==> src/rtl/espm_pkg.sv <==
// Shared types, codes and defaults for the escape sequence prefix matcher.
`timescale 1ns / 1ps

package espm_pkg;

   localparam int TABLE_ENTRIES_DEF = 32;
   localparam int MAX_SEQ_BYTES_DEF = 8;

   localparam int OP_W     = 2;
   localparam int INDEX_W  = 5;
   localparam int POS_W    = 3;
   localparam int BYTE_W   = 8;
   localparam int CODE_W   = 8;
   localparam int STATUS_W = 3;
   localparam int SIZE_W   = 4;
   localparam int COUNT_W  = 6;
   localparam int LENGTH_W = 4;

   localparam logic [OP_W-1:0] OP_LOAD  = 2'd0;
   localparam logic [OP_W-1:0] OP_CLEAR = 2'd1;
   localparam logic [OP_W-1:0] OP_MATCH = 2'd2;

   localparam logic [STATUS_W-1:0] ST_NOT_STARTED = 3'd0;
   localparam logic [STATUS_W-1:0] ST_NONEXISTENT = 3'd1;
   localparam logic [STATUS_W-1:0] ST_UNFINISHED  = 3'd2;
   localparam logic [STATUS_W-1:0] ST_MATCHED     = 3'd3;
   localparam logic [STATUS_W-1:0] ST_LOAD_ACK    = 3'd4;

   localparam logic [LENGTH_W-1:0] LENGTH_CAP = 4'd15;

   typedef enum logic [1:0] {
      KIND_LOAD,
      KIND_CLEAR,
      KIND_MATCH,
      KIND_NOP
   } cmd_kind_type;

   typedef struct packed {
      cmd_kind_type        kind;
      logic                load_ok;
      logic [INDEX_W-1:0]  entry_index;
      logic [POS_W-1:0]    byte_position;
      logic [BYTE_W-1:0]   byte_value;
      logic [CODE_W-1:0]   entry_code;
   } cmd_type;

endpackage

==> src/rtl/escape_sequence_prefix_matcher_unit.sv <==
// Top level of the escape sequence prefix matcher.
`timescale 1ns / 1ps

// Request words are classified and queued two deep, so the request side keeps flowing while
// a result waits in the output register. The engine runs one word at a time: a clear, an
// unused op or a load outside the table is answered from the idle state, a table load reads,
// merges and writes one table row, and a match byte scans all TABLE_ENTRIES rows because
// the single read port of the table memory delivers one entry row per cycle to the compare
// stage, followed by the last compare and the result. The engine takes its next word no
// earlier than the cycle after its result is taken. A table row that was never loaded reads
// as all zero through a per-row valid bit, so no clearing pass follows reset.

module escape_sequence_prefix_matcher_unit
   import espm_pkg::*;
#(
   parameter int TABLE_ENTRIES = TABLE_ENTRIES_DEF,
   parameter int MAX_SEQ_BYTES = MAX_SEQ_BYTES_DEF
) (
   input  logic        clock,
   input  logic        reset,
   input  logic        req_tvalid,
   output logic        req_tready,
   input  logic [23:0] req_tdata,  // entry_index, byte_position, byte_value, entry_code
   input  logic [1:0]  req_tuser,  // op
   output logic        rsp_tvalid,
   input  logic        rsp_tready,
   output logic [15:0] rsp_tdata,  // matched_code, sequence_size, zero fill
   output logic [2:0]  rsp_tuser,  // status
   input  logic        csr_valid,
   output logic        csr_ready,
   input  logic [5:0]  csr_data    // entries_in_use
);

   logic          front_valid;
   logic          front_ready;
   cmd_type       front_cmd;
   logic          queue_valid;
   logic          queue_ready;
   cmd_type       queue_cmd;
   logic [3:0]    rsp_size;
   logic [7:0]    rsp_code;

   assign rsp_tdata = {4'b0000, rsp_size, rsp_code};

   espm_front #(
      .TABLE_ENTRIES(TABLE_ENTRIES),
      .MAX_SEQ_BYTES(MAX_SEQ_BYTES)
   ) u_front (
      .req_tvalid(req_tvalid),
      .req_tready(req_tready),
      .req_tdata (req_tdata),
      .req_tuser (req_tuser),
      .cmd_valid (front_valid),
      .cmd_ready (front_ready),
      .cmd       (front_cmd)
   );

   espm_queue u_queue (
      .clock     (clock),
      .reset     (reset),
      .push_valid(front_valid),
      .push_ready(front_ready),
      .push_cmd  (front_cmd),
      .pop_valid (queue_valid),
      .pop_ready (queue_ready),
      .pop_cmd   (queue_cmd)
   );

   espm_engine #(
      .TABLE_ENTRIES(TABLE_ENTRIES),
      .MAX_SEQ_BYTES(MAX_SEQ_BYTES)
   ) u_engine (
      .clock     (clock),
      .reset     (reset),
      .cmd_valid (queue_valid),
      .cmd_ready (queue_ready),
      .cmd       (queue_cmd),
      .csr_valid (csr_valid),
      .csr_ready (csr_ready),
      .csr_data  (csr_data),
      .rsp_valid (rsp_tvalid),
      .rsp_ready (rsp_tready),
      .rsp_status(rsp_tuser),
      .rsp_code  (rsp_code),
      .rsp_size  (rsp_size)
   );

endmodule

==> src/rtl/espm_front.sv <==
// Front end: accepts request words and classifies them into commands.
`timescale 1ns / 1ps

module espm_front
   import espm_pkg::*;
#(
   parameter int TABLE_ENTRIES = TABLE_ENTRIES_DEF,
   parameter int MAX_SEQ_BYTES = MAX_SEQ_BYTES_DEF
) (
   input  logic        req_tvalid,
   output logic        req_tready,
   input  logic [23:0] req_tdata,  // entry_index, byte_position, byte_value, entry_code
   input  logic [1:0]  req_tuser,  // op
   output logic        cmd_valid,
   input  logic        cmd_ready,
   output cmd_type     cmd
);

   logic [INDEX_W-1:0] entry_index;
   logic [POS_W-1:0]   byte_position;

   assign entry_index   = req_tdata[4:0];
   assign byte_position = req_tdata[7:5];
   assign req_tready    = cmd_ready;
   assign cmd_valid     = req_tvalid;

   always_comb begin
      cmd.entry_index   = entry_index;
      cmd.byte_position = byte_position;
      cmd.byte_value    = req_tdata[15:8];
      cmd.entry_code    = req_tdata[23:16];
      cmd.load_ok       = (9'(entry_index) < 9'(TABLE_ENTRIES)) &&
                          (6'(byte_position) < 6'(MAX_SEQ_BYTES));
      unique case (req_tuser)
         OP_LOAD:  cmd.kind = KIND_LOAD;
         OP_CLEAR: cmd.kind = KIND_CLEAR;
         OP_MATCH: cmd.kind = KIND_MATCH;
         default:  cmd.kind = KIND_NOP;
      endcase
   end

endmodule

==> src/rtl/espm_queue.sv <==
// Two-entry command queue between the front end and the match engine.
`timescale 1ns / 1ps

module espm_queue
   import espm_pkg::*;
(
   input  logic    clock,
   input  logic    reset,
   input  logic    push_valid,
   output logic    push_ready,
   input  cmd_type push_cmd,
   output logic    pop_valid,
   input  logic    pop_ready,
   output cmd_type pop_cmd
);

   cmd_type    slot_ff [2];
   logic       wr_ptr_ff;
   logic       wr_ptr_in;
   logic       rd_ptr_ff;
   logic       rd_ptr_in;
   logic [1:0] count_ff;
   logic [1:0] count_in;
   logic       do_push;
   logic       do_pop;

   assign push_ready = (count_ff != 2'd2);
   assign pop_valid  = (count_ff != 2'd0);
   assign pop_cmd    = slot_ff[rd_ptr_ff];
   assign do_push    = push_valid && push_ready;
   assign do_pop     = pop_valid && pop_ready;

   always_comb begin
      wr_ptr_in = do_push ? ~wr_ptr_ff : wr_ptr_ff;
      rd_ptr_in = do_pop ? ~rd_ptr_ff : rd_ptr_ff;
      count_in  = count_ff;
      if (do_push && !do_pop) begin
         count_in = count_ff + 2'd1;
      end else if (do_pop && !do_push) begin
         count_in = count_ff - 2'd1;
      end
   end

   always_ff @(posedge clock) begin
      if (reset) begin
         wr_ptr_ff <= 1'b0;
         rd_ptr_ff <= 1'b0;
         count_ff  <= 2'd0;
      end else begin
         wr_ptr_ff <= wr_ptr_in;
         rd_ptr_ff <= rd_ptr_in;
         count_ff  <= count_in;
      end
   end

   always_ff @(posedge clock) begin
      if (do_push) begin
         slot_ff[wr_ptr_ff] <= push_cmd;
      end
   end

endmodule

==> src/rtl/espm_engine.sv <==
// Back end: table memory, alive mask, entry scan and result register.
`timescale 1ns / 1ps

module espm_engine
   import espm_pkg::*;
#(
   parameter int TABLE_ENTRIES = TABLE_ENTRIES_DEF,
   parameter int MAX_SEQ_BYTES = MAX_SEQ_BYTES_DEF
) (
   input  logic                clock,
   input  logic                reset,
   input  logic                cmd_valid,
   output logic                cmd_ready,
   input  cmd_type             cmd,
   input  logic                csr_valid,
   output logic                csr_ready,
   input  logic [COUNT_W-1:0]  csr_data,
   output logic                rsp_valid,
   input  logic                rsp_ready,
   output logic [STATUS_W-1:0] rsp_status,
   output logic [CODE_W-1:0]   rsp_code,
   output logic [SIZE_W-1:0]   rsp_size
);

   localparam int EW    = (TABLE_ENTRIES > 1) ? $clog2(TABLE_ENTRIES) : 1;
   localparam int SW    = EW + 1;
   localparam int PW    = (MAX_SEQ_BYTES > 1) ? $clog2(MAX_SEQ_BYTES) : 1;
   localparam int LW    = $clog2(MAX_SEQ_BYTES + 1);
   localparam int ROW_W = MAX_SEQ_BYTES * BYTE_W + CODE_W;

   typedef enum logic [3:0] {
      S_IDLE    = 4'b0001,
      S_LOAD_RD = 4'b0010,
      S_LOAD_WR = 4'b0100,
      S_MATCH   = 4'b1000
   } state_type;

   state_type           state_ff, state_in;
   cmd_type             cur_ff, cur_in;
   logic [SW-1:0]       scan_ff, scan_in;
   logic                cmp_vld_ff, cmp_vld_in;
   logic [EW-1:0]       cmp_idx_ff, cmp_idx_in;
   logic [TABLE_ENTRIES-1:0] alive_ff, alive_in;
   logic [TABLE_ENTRIES-1:0] row_vld_ff, row_vld_in;
   logic [LENGTH_W-1:0] len_ff, len_in;
   logic [COUNT_W-1:0]  eiu_ff, eiu_in;
   logic                found_ff, found_in;
   logic [STATUS_W-1:0] dec_status_ff, dec_status_in;
   logic [CODE_W-1:0]   dec_code_ff, dec_code_in;
   logic [SIZE_W-1:0]   dec_size_ff, dec_size_in;
   logic                out_vld_ff, out_vld_in;
   logic [STATUS_W-1:0] out_status_ff, out_status_in;
   logic [CODE_W-1:0]   out_code_ff, out_code_in;
   logic [SIZE_W-1:0]   out_size_ff, out_size_in;
   logic [ROW_W-1:0]    rd_data_ff;
   logic                rd_valid_ff;

   logic [ROW_W-1:0]    table_mem [TABLE_ENTRIES];
   logic [EW-1:0]       rd_addr;
   logic [EW-1:0]       cur_addr;
   logic                mem_we;
   logic [ROW_W-1:0]    base_row;
   logic [ROW_W-1:0]    wr_row;
   logic [PW-1:0]       load_pos;
   logic [LW-1:0]       row_len;
   logic [5:0]          len6;
   logic [5:0]          old6;
   logic [5:0]          new6;
   logic [5:0]          n6;
   logic [LENGTH_W-1:0] new_len;
   logic [PW-1:0]       cmp_pos;
   logic [BYTE_W-1:0]   cmp_byte;
   logic                cmp_en;
   logic                kill;
   logic                cur_alive;
   logic                in_use;
   logic [5:0]          size_matched;
   logic [5:0]          size_unfinished;
   logic                scan_more;
   logic [8:0]          idx_ext;
   logic [5:0]          pos_ext;

   assign csr_ready  = 1'b1;
   assign rsp_valid  = out_vld_ff;
   assign rsp_status = out_status_ff;
   assign rsp_code   = out_code_ff;
   assign rsp_size   = out_size_ff;
   assign cmd_ready  = (state_ff == S_IDLE) && !out_vld_ff;

   assign idx_ext   = 9'(cur_ff.entry_index);
   assign pos_ext   = 6'(cur_ff.byte_position);
   assign cur_addr  = idx_ext[EW-1:0];
   assign load_pos  = pos_ext[PW-1:0];
   assign scan_more = (scan_ff < SW'(TABLE_ENTRIES));

   always_comb begin
      rd_addr = '0;
      if (state_ff == S_LOAD_RD) begin
         rd_addr = cur_addr;
      end else if ((state_ff == S_MATCH) && scan_more) begin
         rd_addr = scan_ff[EW-1:0];
      end
   end

   always_comb begin
      base_row = rd_valid_ff ? rd_data_ff : '0;
      wr_row   = base_row;
      wr_row[load_pos*BYTE_W +: BYTE_W] = cur_ff.byte_value;
      wr_row[ROW_W-1 -: CODE_W]         = cur_ff.entry_code;
   end

   always_comb begin
      row_len = LW'(MAX_SEQ_BYTES);
      for (int p = MAX_SEQ_BYTES - 1; p >= 0; p--) begin
         if (base_row[p*BYTE_W +: BYTE_W] == '0) begin
            row_len = LW'(p);
         end
      end
   end

   always_comb begin
      len6            = 6'(row_len);
      old6            = 6'(len_ff);
      new_len         = (len_ff == LENGTH_CAP) ? LENGTH_CAP : len_ff + 4'd1;
      new6            = 6'(new_len);
      n6              = (new6 < 6'(MAX_SEQ_BYTES)) ? new6 : 6'(MAX_SEQ_BYTES);
      cmp_pos         = old6[PW-1:0];
      cmp_byte        = base_row[cmp_pos*BYTE_W +: BYTE_W];
      cmp_en          = (len_ff != LENGTH_CAP) && (old6 < 6'(MAX_SEQ_BYTES));
      kill            = alive_ff[cmp_idx_ff] && cmp_en && (len6 > old6) &&
                        (cmp_byte != cur_ff.byte_value);
      cur_alive       = alive_ff[cmp_idx_ff] && !kill;
      in_use          = (9'(cmp_idx_ff) < 9'(eiu_ff));
      size_matched    = len6 - 6'd1;
      size_unfinished = n6 - 6'd1;
   end

   always_comb begin
      state_in      = state_ff;
      cur_in        = cur_ff;
      scan_in       = scan_ff;
      cmp_vld_in    = 1'b0;
      cmp_idx_in    = cmp_idx_ff;
      alive_in      = alive_ff;
      row_vld_in    = row_vld_ff;
      len_in        = len_ff;
      eiu_in        = eiu_ff;
      found_in      = found_ff;
      dec_status_in = dec_status_ff;
      dec_code_in   = dec_code_ff;
      dec_size_in   = dec_size_ff;
      out_vld_in    = out_vld_ff;
      out_status_in = out_status_ff;
      out_code_in   = out_code_ff;
      out_size_in   = out_size_ff;
      mem_we        = 1'b0;

      if (out_vld_ff && rsp_ready) begin
         out_vld_in = 1'b0;
      end
      if (csr_valid) begin
         eiu_in = csr_data;
      end

      unique case (state_ff)
         S_IDLE: begin
            if (cmd_valid && cmd_ready) begin
               cur_in      = cmd;
               out_code_in = '0;
               out_size_in = '0;
               unique case (cmd.kind)
                  KIND_LOAD: begin
                     if (cmd.load_ok) begin
                        state_in = S_LOAD_RD;
                     end else begin
                        out_vld_in    = 1'b1;
                        out_status_in = ST_LOAD_ACK;
                     end
                  end
                  KIND_CLEAR: begin
                     alive_in      = '1;
                     len_in        = '0;
                     out_vld_in    = 1'b1;
                     out_status_in = ST_NOT_STARTED;
                  end
                  KIND_MATCH: begin
                     state_in = S_MATCH;
                     scan_in  = '0;
                     found_in = 1'b0;
                  end
                  default: begin
                     out_vld_in    = 1'b1;
                     out_status_in = ST_NOT_STARTED;
                  end
               endcase
            end
         end
         S_LOAD_RD: begin
            state_in = S_LOAD_WR;
         end
         S_LOAD_WR: begin
            mem_we               = 1'b1;
            row_vld_in[cur_addr] = 1'b1;
            out_vld_in           = 1'b1;
            out_status_in        = ST_LOAD_ACK;
            out_code_in          = '0;
            out_size_in          = '0;
            state_in             = S_IDLE;
         end
         S_MATCH: begin
            if (scan_more) begin
               scan_in    = scan_ff + SW'(1);
               cmp_vld_in = 1'b1;
               cmp_idx_in = scan_ff[EW-1:0];
            end
            if (cmp_vld_ff) begin
               alive_in[cmp_idx_ff] = cur_alive;
               if (!found_ff && cur_alive && in_use) begin
                  found_in = 1'b1;
                  if (len6 <= n6) begin
                     dec_status_in = ST_MATCHED;
                     dec_code_in   = base_row[ROW_W-1 -: CODE_W];
                     dec_size_in   = size_matched[SIZE_W-1:0];
                  end else begin
                     dec_status_in = ST_UNFINISHED;
                     dec_code_in   = '0;
                     dec_size_in   = size_unfinished[SIZE_W-1:0];
                  end
               end
            end else if (!scan_more) begin
               out_vld_in = 1'b1;
               len_in     = new_len;
               state_in   = S_IDLE;
               if (found_ff) begin
                  out_status_in = dec_status_ff;
                  out_code_in   = dec_code_ff;
                  out_size_in   = dec_size_ff;
               end else begin
                  out_status_in = ST_NONEXISTENT;
                  out_code_in   = '0;
                  out_size_in   = '0;
               end
            end
         end
         default: begin
            state_in = S_IDLE;
         end
      endcase
   end

   always_ff @(posedge clock) begin
      if (reset) begin
         state_ff   <= S_IDLE;
         cmp_vld_ff <= 1'b0;
         alive_ff   <= '1;
         row_vld_ff <= '0;
         len_ff     <= '0;
         eiu_ff     <= '0;
         found_ff   <= 1'b0;
         out_vld_ff <= 1'b0;
      end else begin
         state_ff   <= state_in;
         cmp_vld_ff <= cmp_vld_in;
         alive_ff   <= alive_in;
         row_vld_ff <= row_vld_in;
         len_ff     <= len_in;
         eiu_ff     <= eiu_in;
         found_ff   <= found_in;
         out_vld_ff <= out_vld_in;
      end
   end

   always_ff @(posedge clock) begin
      cur_ff        <= cur_in;
      scan_ff       <= scan_in;
      cmp_idx_ff    <= cmp_idx_in;
      dec_status_ff <= dec_status_in;
      dec_code_ff   <= dec_code_in;
      dec_size_ff   <= dec_size_in;
      out_status_ff <= out_status_in;
      out_code_ff   <= out_code_in;
      out_size_ff   <= out_size_in;
      rd_valid_ff   <= row_vld_ff[rd_addr];
   end

   always_ff @(posedge clock) begin
      if (mem_we) begin
         table_mem[cur_addr] <= wr_row;
      end
      rd_data_ff <= table_mem[rd_addr];
   end

endmodule

==> config.mk <==
export PLATFORM = sky130hd
export DESIGN_NAME = escape_sequence_prefix_matcher_unit
export DESIGN_NICKNAME = d
export VERILOG_FILES = /design/src/rtl/espm_pkg.sv /design/src/rtl/escape_sequence_prefix_matcher_unit.sv /design/src/rtl/espm_front.sv /design/src/rtl/espm_queue.sv /design/src/rtl/espm_engine.sv
export SDC_FILE = /design/constraint.sdc
export NUM_CORES = 2
export LEC_CHECK = 0
export BUFFER_PORTS_ARGS = -buffer_cell sky130_fd_sc_hd__buf_2
export CAP_MARGIN = 20
export CELL_PAD_IN_SITES_DETAIL_PLACEMENT = 1
export CELL_PAD_IN_SITES_GLOBAL_PLACEMENT = 1
export CORE_AREA = 2 2 709 499
export DETAILED_ROUTE_END_ITERATION = 12
export DIE_AREA = 0 0 711 501
export PLACE_DENSITY_LB_ADDON = 0.1
export SYNTH_ARGS = -nofsm -noshare
export SYNTH_HDL_FRONTEND = slang
export SYNTH_SLANG_ARGS = --single-unit
==> constraint.sdc <==
create_clock -name clock -period 10.75 [get_ports clock]
set_clock_uncertainty 0.05 [all_clocks]
set_input_delay 0.5375 -clock clock [delete_from_list [all_inputs] [get_ports clock]]
set_output_delay 0.5375 -clock clock [all_outputs]
set_load 0.02 [all_outputs]
==> key figures <==
Outcome
  • Outcome: complete, no violations

Flow run
  • Max-cap violation count: 0

STA
  • WHS: 285 ps
  • Final Hold Fails: 0
  • Max Clk Rate: roughly 0.20 GHz
  • RSZ-0062 raised after global routing: false
  • Setup TNS: 0 ps
  • Tcrit/Tclk final: 47.2%
  • Final setup violation count: 0
  • Slew margin rel.: 19.5%
  • Max-slew violations: 0
  • Post-layout min period: 5080 ps
  • Worst Tran Pin Value: about 1200 ps

Power
  • Sw frac: about a quarter
  • Leakage Power: 0.0532 uW
  • Pwr Density: a little under 200 nW/um^2
  • Clock Power Share: 40.8%
  • Seq pwr share: 50.6%
  • Power share of the combinational group: around 8.6%
  • Maximum vdd drop: 0.116 mV
  • Switching pwr: 5750 uW
  • P_int: 17700 uW

Worst setup path
  • Element type at the critical path end: flip-flop
  • Most frequent CP cell: mux2i_1
  • Top Family by Delay on Critical Path: buffers and inverters
  • WP buf/inv: 3
  • CP required: 11470 ps
  • Worst-path maximum fanout: 92
  • Slowest cell on crit path: buf_4
  • CP peak stage delay: between 700 and 800 ps
  • Worst setup SP type: flip-flop
  • Critical path class: reg -> reg
  • Crit path arrival time: 5800 ps
  • CP cell instances: or4b_1 > nor2_4 > a22oi_2 > buf_12 > buf_12 > buf_4 > mux2i_1 > mux2i_1 > mux2i_1 > mux2i_1 > mux2_2

Synth
  • Post-synth ARST share: 0%
  • Cell with the most instances after synthesis: edfxtp_1
  • Ranking of synthesized cells by area: edfxtp_1 69%, mux2i_1 21%, dfxtp_1 3.0%, mux2_2 1.1%, mux4_2 0.52%
  • Synth top area share: 69.5%
  • Synth area leader: edfxtp_1
  • Synth Flop Type: edfxtp_1
  • EDFF count, synth: 2419
  • Post-synth top cells: 2419 x edfxtp_1, 2200 x mux2i_1, 159 x dfxtp_1, 139 x clkbuf_1, 132 x nor2_1
  • Syn Area/Cell: between 15 and 20 um^2
  • Synth cell types: 68
  • Sequential share of the synthesized area: 72.5%
  • #FFs+latches synth: ~2600
  • Synthesized area: ~100000 um^2
  • Syn Inst Count: slightly below 6000
  • Ys Warns: 0

Finish
  • Non-Filler Instances: 11041
  • Area added between synthesis and finish: 16.0%
  • Area taken by flip-flops and latches: 75800 um^2
  • Share of cells above drive strength 1: between 10% and 20%
  • Fillers: 34882
  • Final Util: 34.7%
  • Final nets: ~6200
  • Multi-input logic area: 27900 um^2

Routing
  • Via count: 53641
  • Vias per inst: 4.86
  • Routed WL: ~320000 um
  • DRC viols: 0
  • Drt pass-1 iters: 5
  • DR WL/cell: around 30 um
  • Detailed router's first-iteration violation count: 3957
  • Final ANT Viol Nets: 0

Place
  • IO Port Bufs: 53
  • Half-perimeter wire length after placement: between 150000 and 200000 um
  • RD Place Congestion: roughly 0.73
  • Inst Count DP: between 10000 and 15000

Floorplan
  • Core Area: approximately 350000 um^2
  • Die H: 501 um
  • Die area: 356000 um^2
  • Initial Util: 29.9%
  • Die outline width: approximately 710 um
  • Rows: 182
  • IO Pins: 59

Global route
  • First-pass GRT wire length: 451000 um
  • Antenna violations before repair: 23
  • Vias in the first global route: 56255
  • Overall Global Routing Usage: 17.8%
  • Total congestion overflow: 0
  • Largest net degree at the start of global routing: between 100 and 150

Clock tree
  • Clk root buf: clkbuf_16
  • CTS max path bufs: 4
  • CTS buffer count: 282
  • CTS sink cnt: 2578
  • Clk slew on worst S/H paths: 60 ps
  • H-tree depth: 5
  • CTS tree: done
  • Worst skew pair latency: 890 ps

Hold path
  • Hold Path Class: in -> reg
## flip-flops by register name (all words and copies together), names as in the netlist, 5 cells and up, named ones only
signal and cells:
u_engine.table_mem 2304, u_engine.rd_data_ff 72, u_queue.slot_ff 52, u_engine.alive_ff 32, u_engine.row_vld_ff 32, u_engine.cur_ff 16
u_engine.dec_code_ff 8, u_engine.rsp_code 8, u_engine.eiu_ff 6, u_engine.scan_ff 6, u_engine.cmp_idx_ff 5, u_engine.cur_addr 5
## cells by family after synthesis
logic type | after synthesis | synth area share (%)
xor+xnor | 17 | 0.142
fa+ha+maj | 16 | 0.187
flops | 2578 | 72.5
other cells | 2 | 0.00718
simple gates | 395 | 1.83
compound gates | 201 | 1.22
mux | 2323 | 22.6
buf+inv | 352 | 1.46
## cell type report
class                   instances  area share [%]
inverters                      23          0.0712
clock buffers                 385            6.38
clock inverters               116           0.903
repair buffers                285            2.34
flip-flops and latches       2578            62.5
well taps                    4692            4.84
multi-input cells            2957            23.0
diodes                          5          0.0103
## power by group through the flow
| stage | logic, uW | clock network [uW] | registers, uW |
|---|---|---|---|
| 6_report | 2010 | 9540 | 11900 |
| 3_3_place_gp | 1790 | 0 | 12200 |
| 2_1_floorplan | 1010 | 0 | 12000 |
| 5_1_grt | 2180 | 10200 | 11900 |
| 3_5_place_dp | 1890 | 0 | 12100 |
| 4_1_cts | 1910 | 9860 | 11900 |
## placed cells by master, fill, tap and decap left out, types with 14 or more instances in the layout
cell type,n
edfxtp_1,2419
and3_1,24
nor2_1,97
buf_4,126
dfxtp_1,156
mux2_2,98
clkbuf_8,18
nand2_1,96
buf_12,35
dlygate4sd3_1,40
ha_1,14
o21ai_2,48
nor2_4,34
bufinv_16,17
buf_8,16
a21oi_1,45
buf_2,53
clkbuf_1,80
a32oi_1,32
inv_1,22
clkbuf_16,288
clkinv_2,39
a22oi_1,14
clkinv_1,39
nand3_1,51
mux2i_1,2200
mux4_2,24
## routing by layer
| metal | routed length [um] | global-route usage, % | vias to the layer above |
|---|---|---|---|
| li1 | - | - | 23594 |
| met1 | 163000 | 27.1 | 28791 |
| met2 | 142000 | 27.3 | 903 |
| met3 | 12800 | 2.21 | 353 |
| met4 | 5730 | 3.46 | 0 |
| met5 | 0 | 0 | - |
## metrics by stage
step | power [uW] | setup slack [ps] | area (um^2)
2_1_floorplan | 13000 | 5600 | 105000
3_3_place_gp | 13900 | 5820 | 111000
3_5_place_dp | 14000 | 5720 | 112000
4_1_cts | 23700 | 5650 | 121000
5_1_grt | 24300 | 5320 | 121000
6_report | 23400 | 5670 | 121000
## worst min-delay path, stage by stage
cell,delay (ps)
buf_2,100
buf_4,330
nor2_1,180
## repair_timing
item	4_1_cts	5_1_grt
hold buffers	40	0
setup buffers	0	0
gates resized for setup	0	0
setup endpoints to repair	0	0
hold endpoints to repair	60	0
## path summary, 6_finish.rpt
kind	slack (ps)	startpoint	cells past startpoint	end
worst max-delay path	5670	u_engine.state_ff[2]	11	u_engine.rd_data_ff[63]
worst min-delay path	280	reset	3	u_engine.eiu_ff[3]
worst max register to register	5670	u_engine.state_ff[2]	11	u_engine.rd_data_ff[63]
worst min register to register	420	u_engine.row_vld_ff[3]	2	u_engine.row_vld_ff[3]
Note: power is estimated with default switching activity, not from simulation.
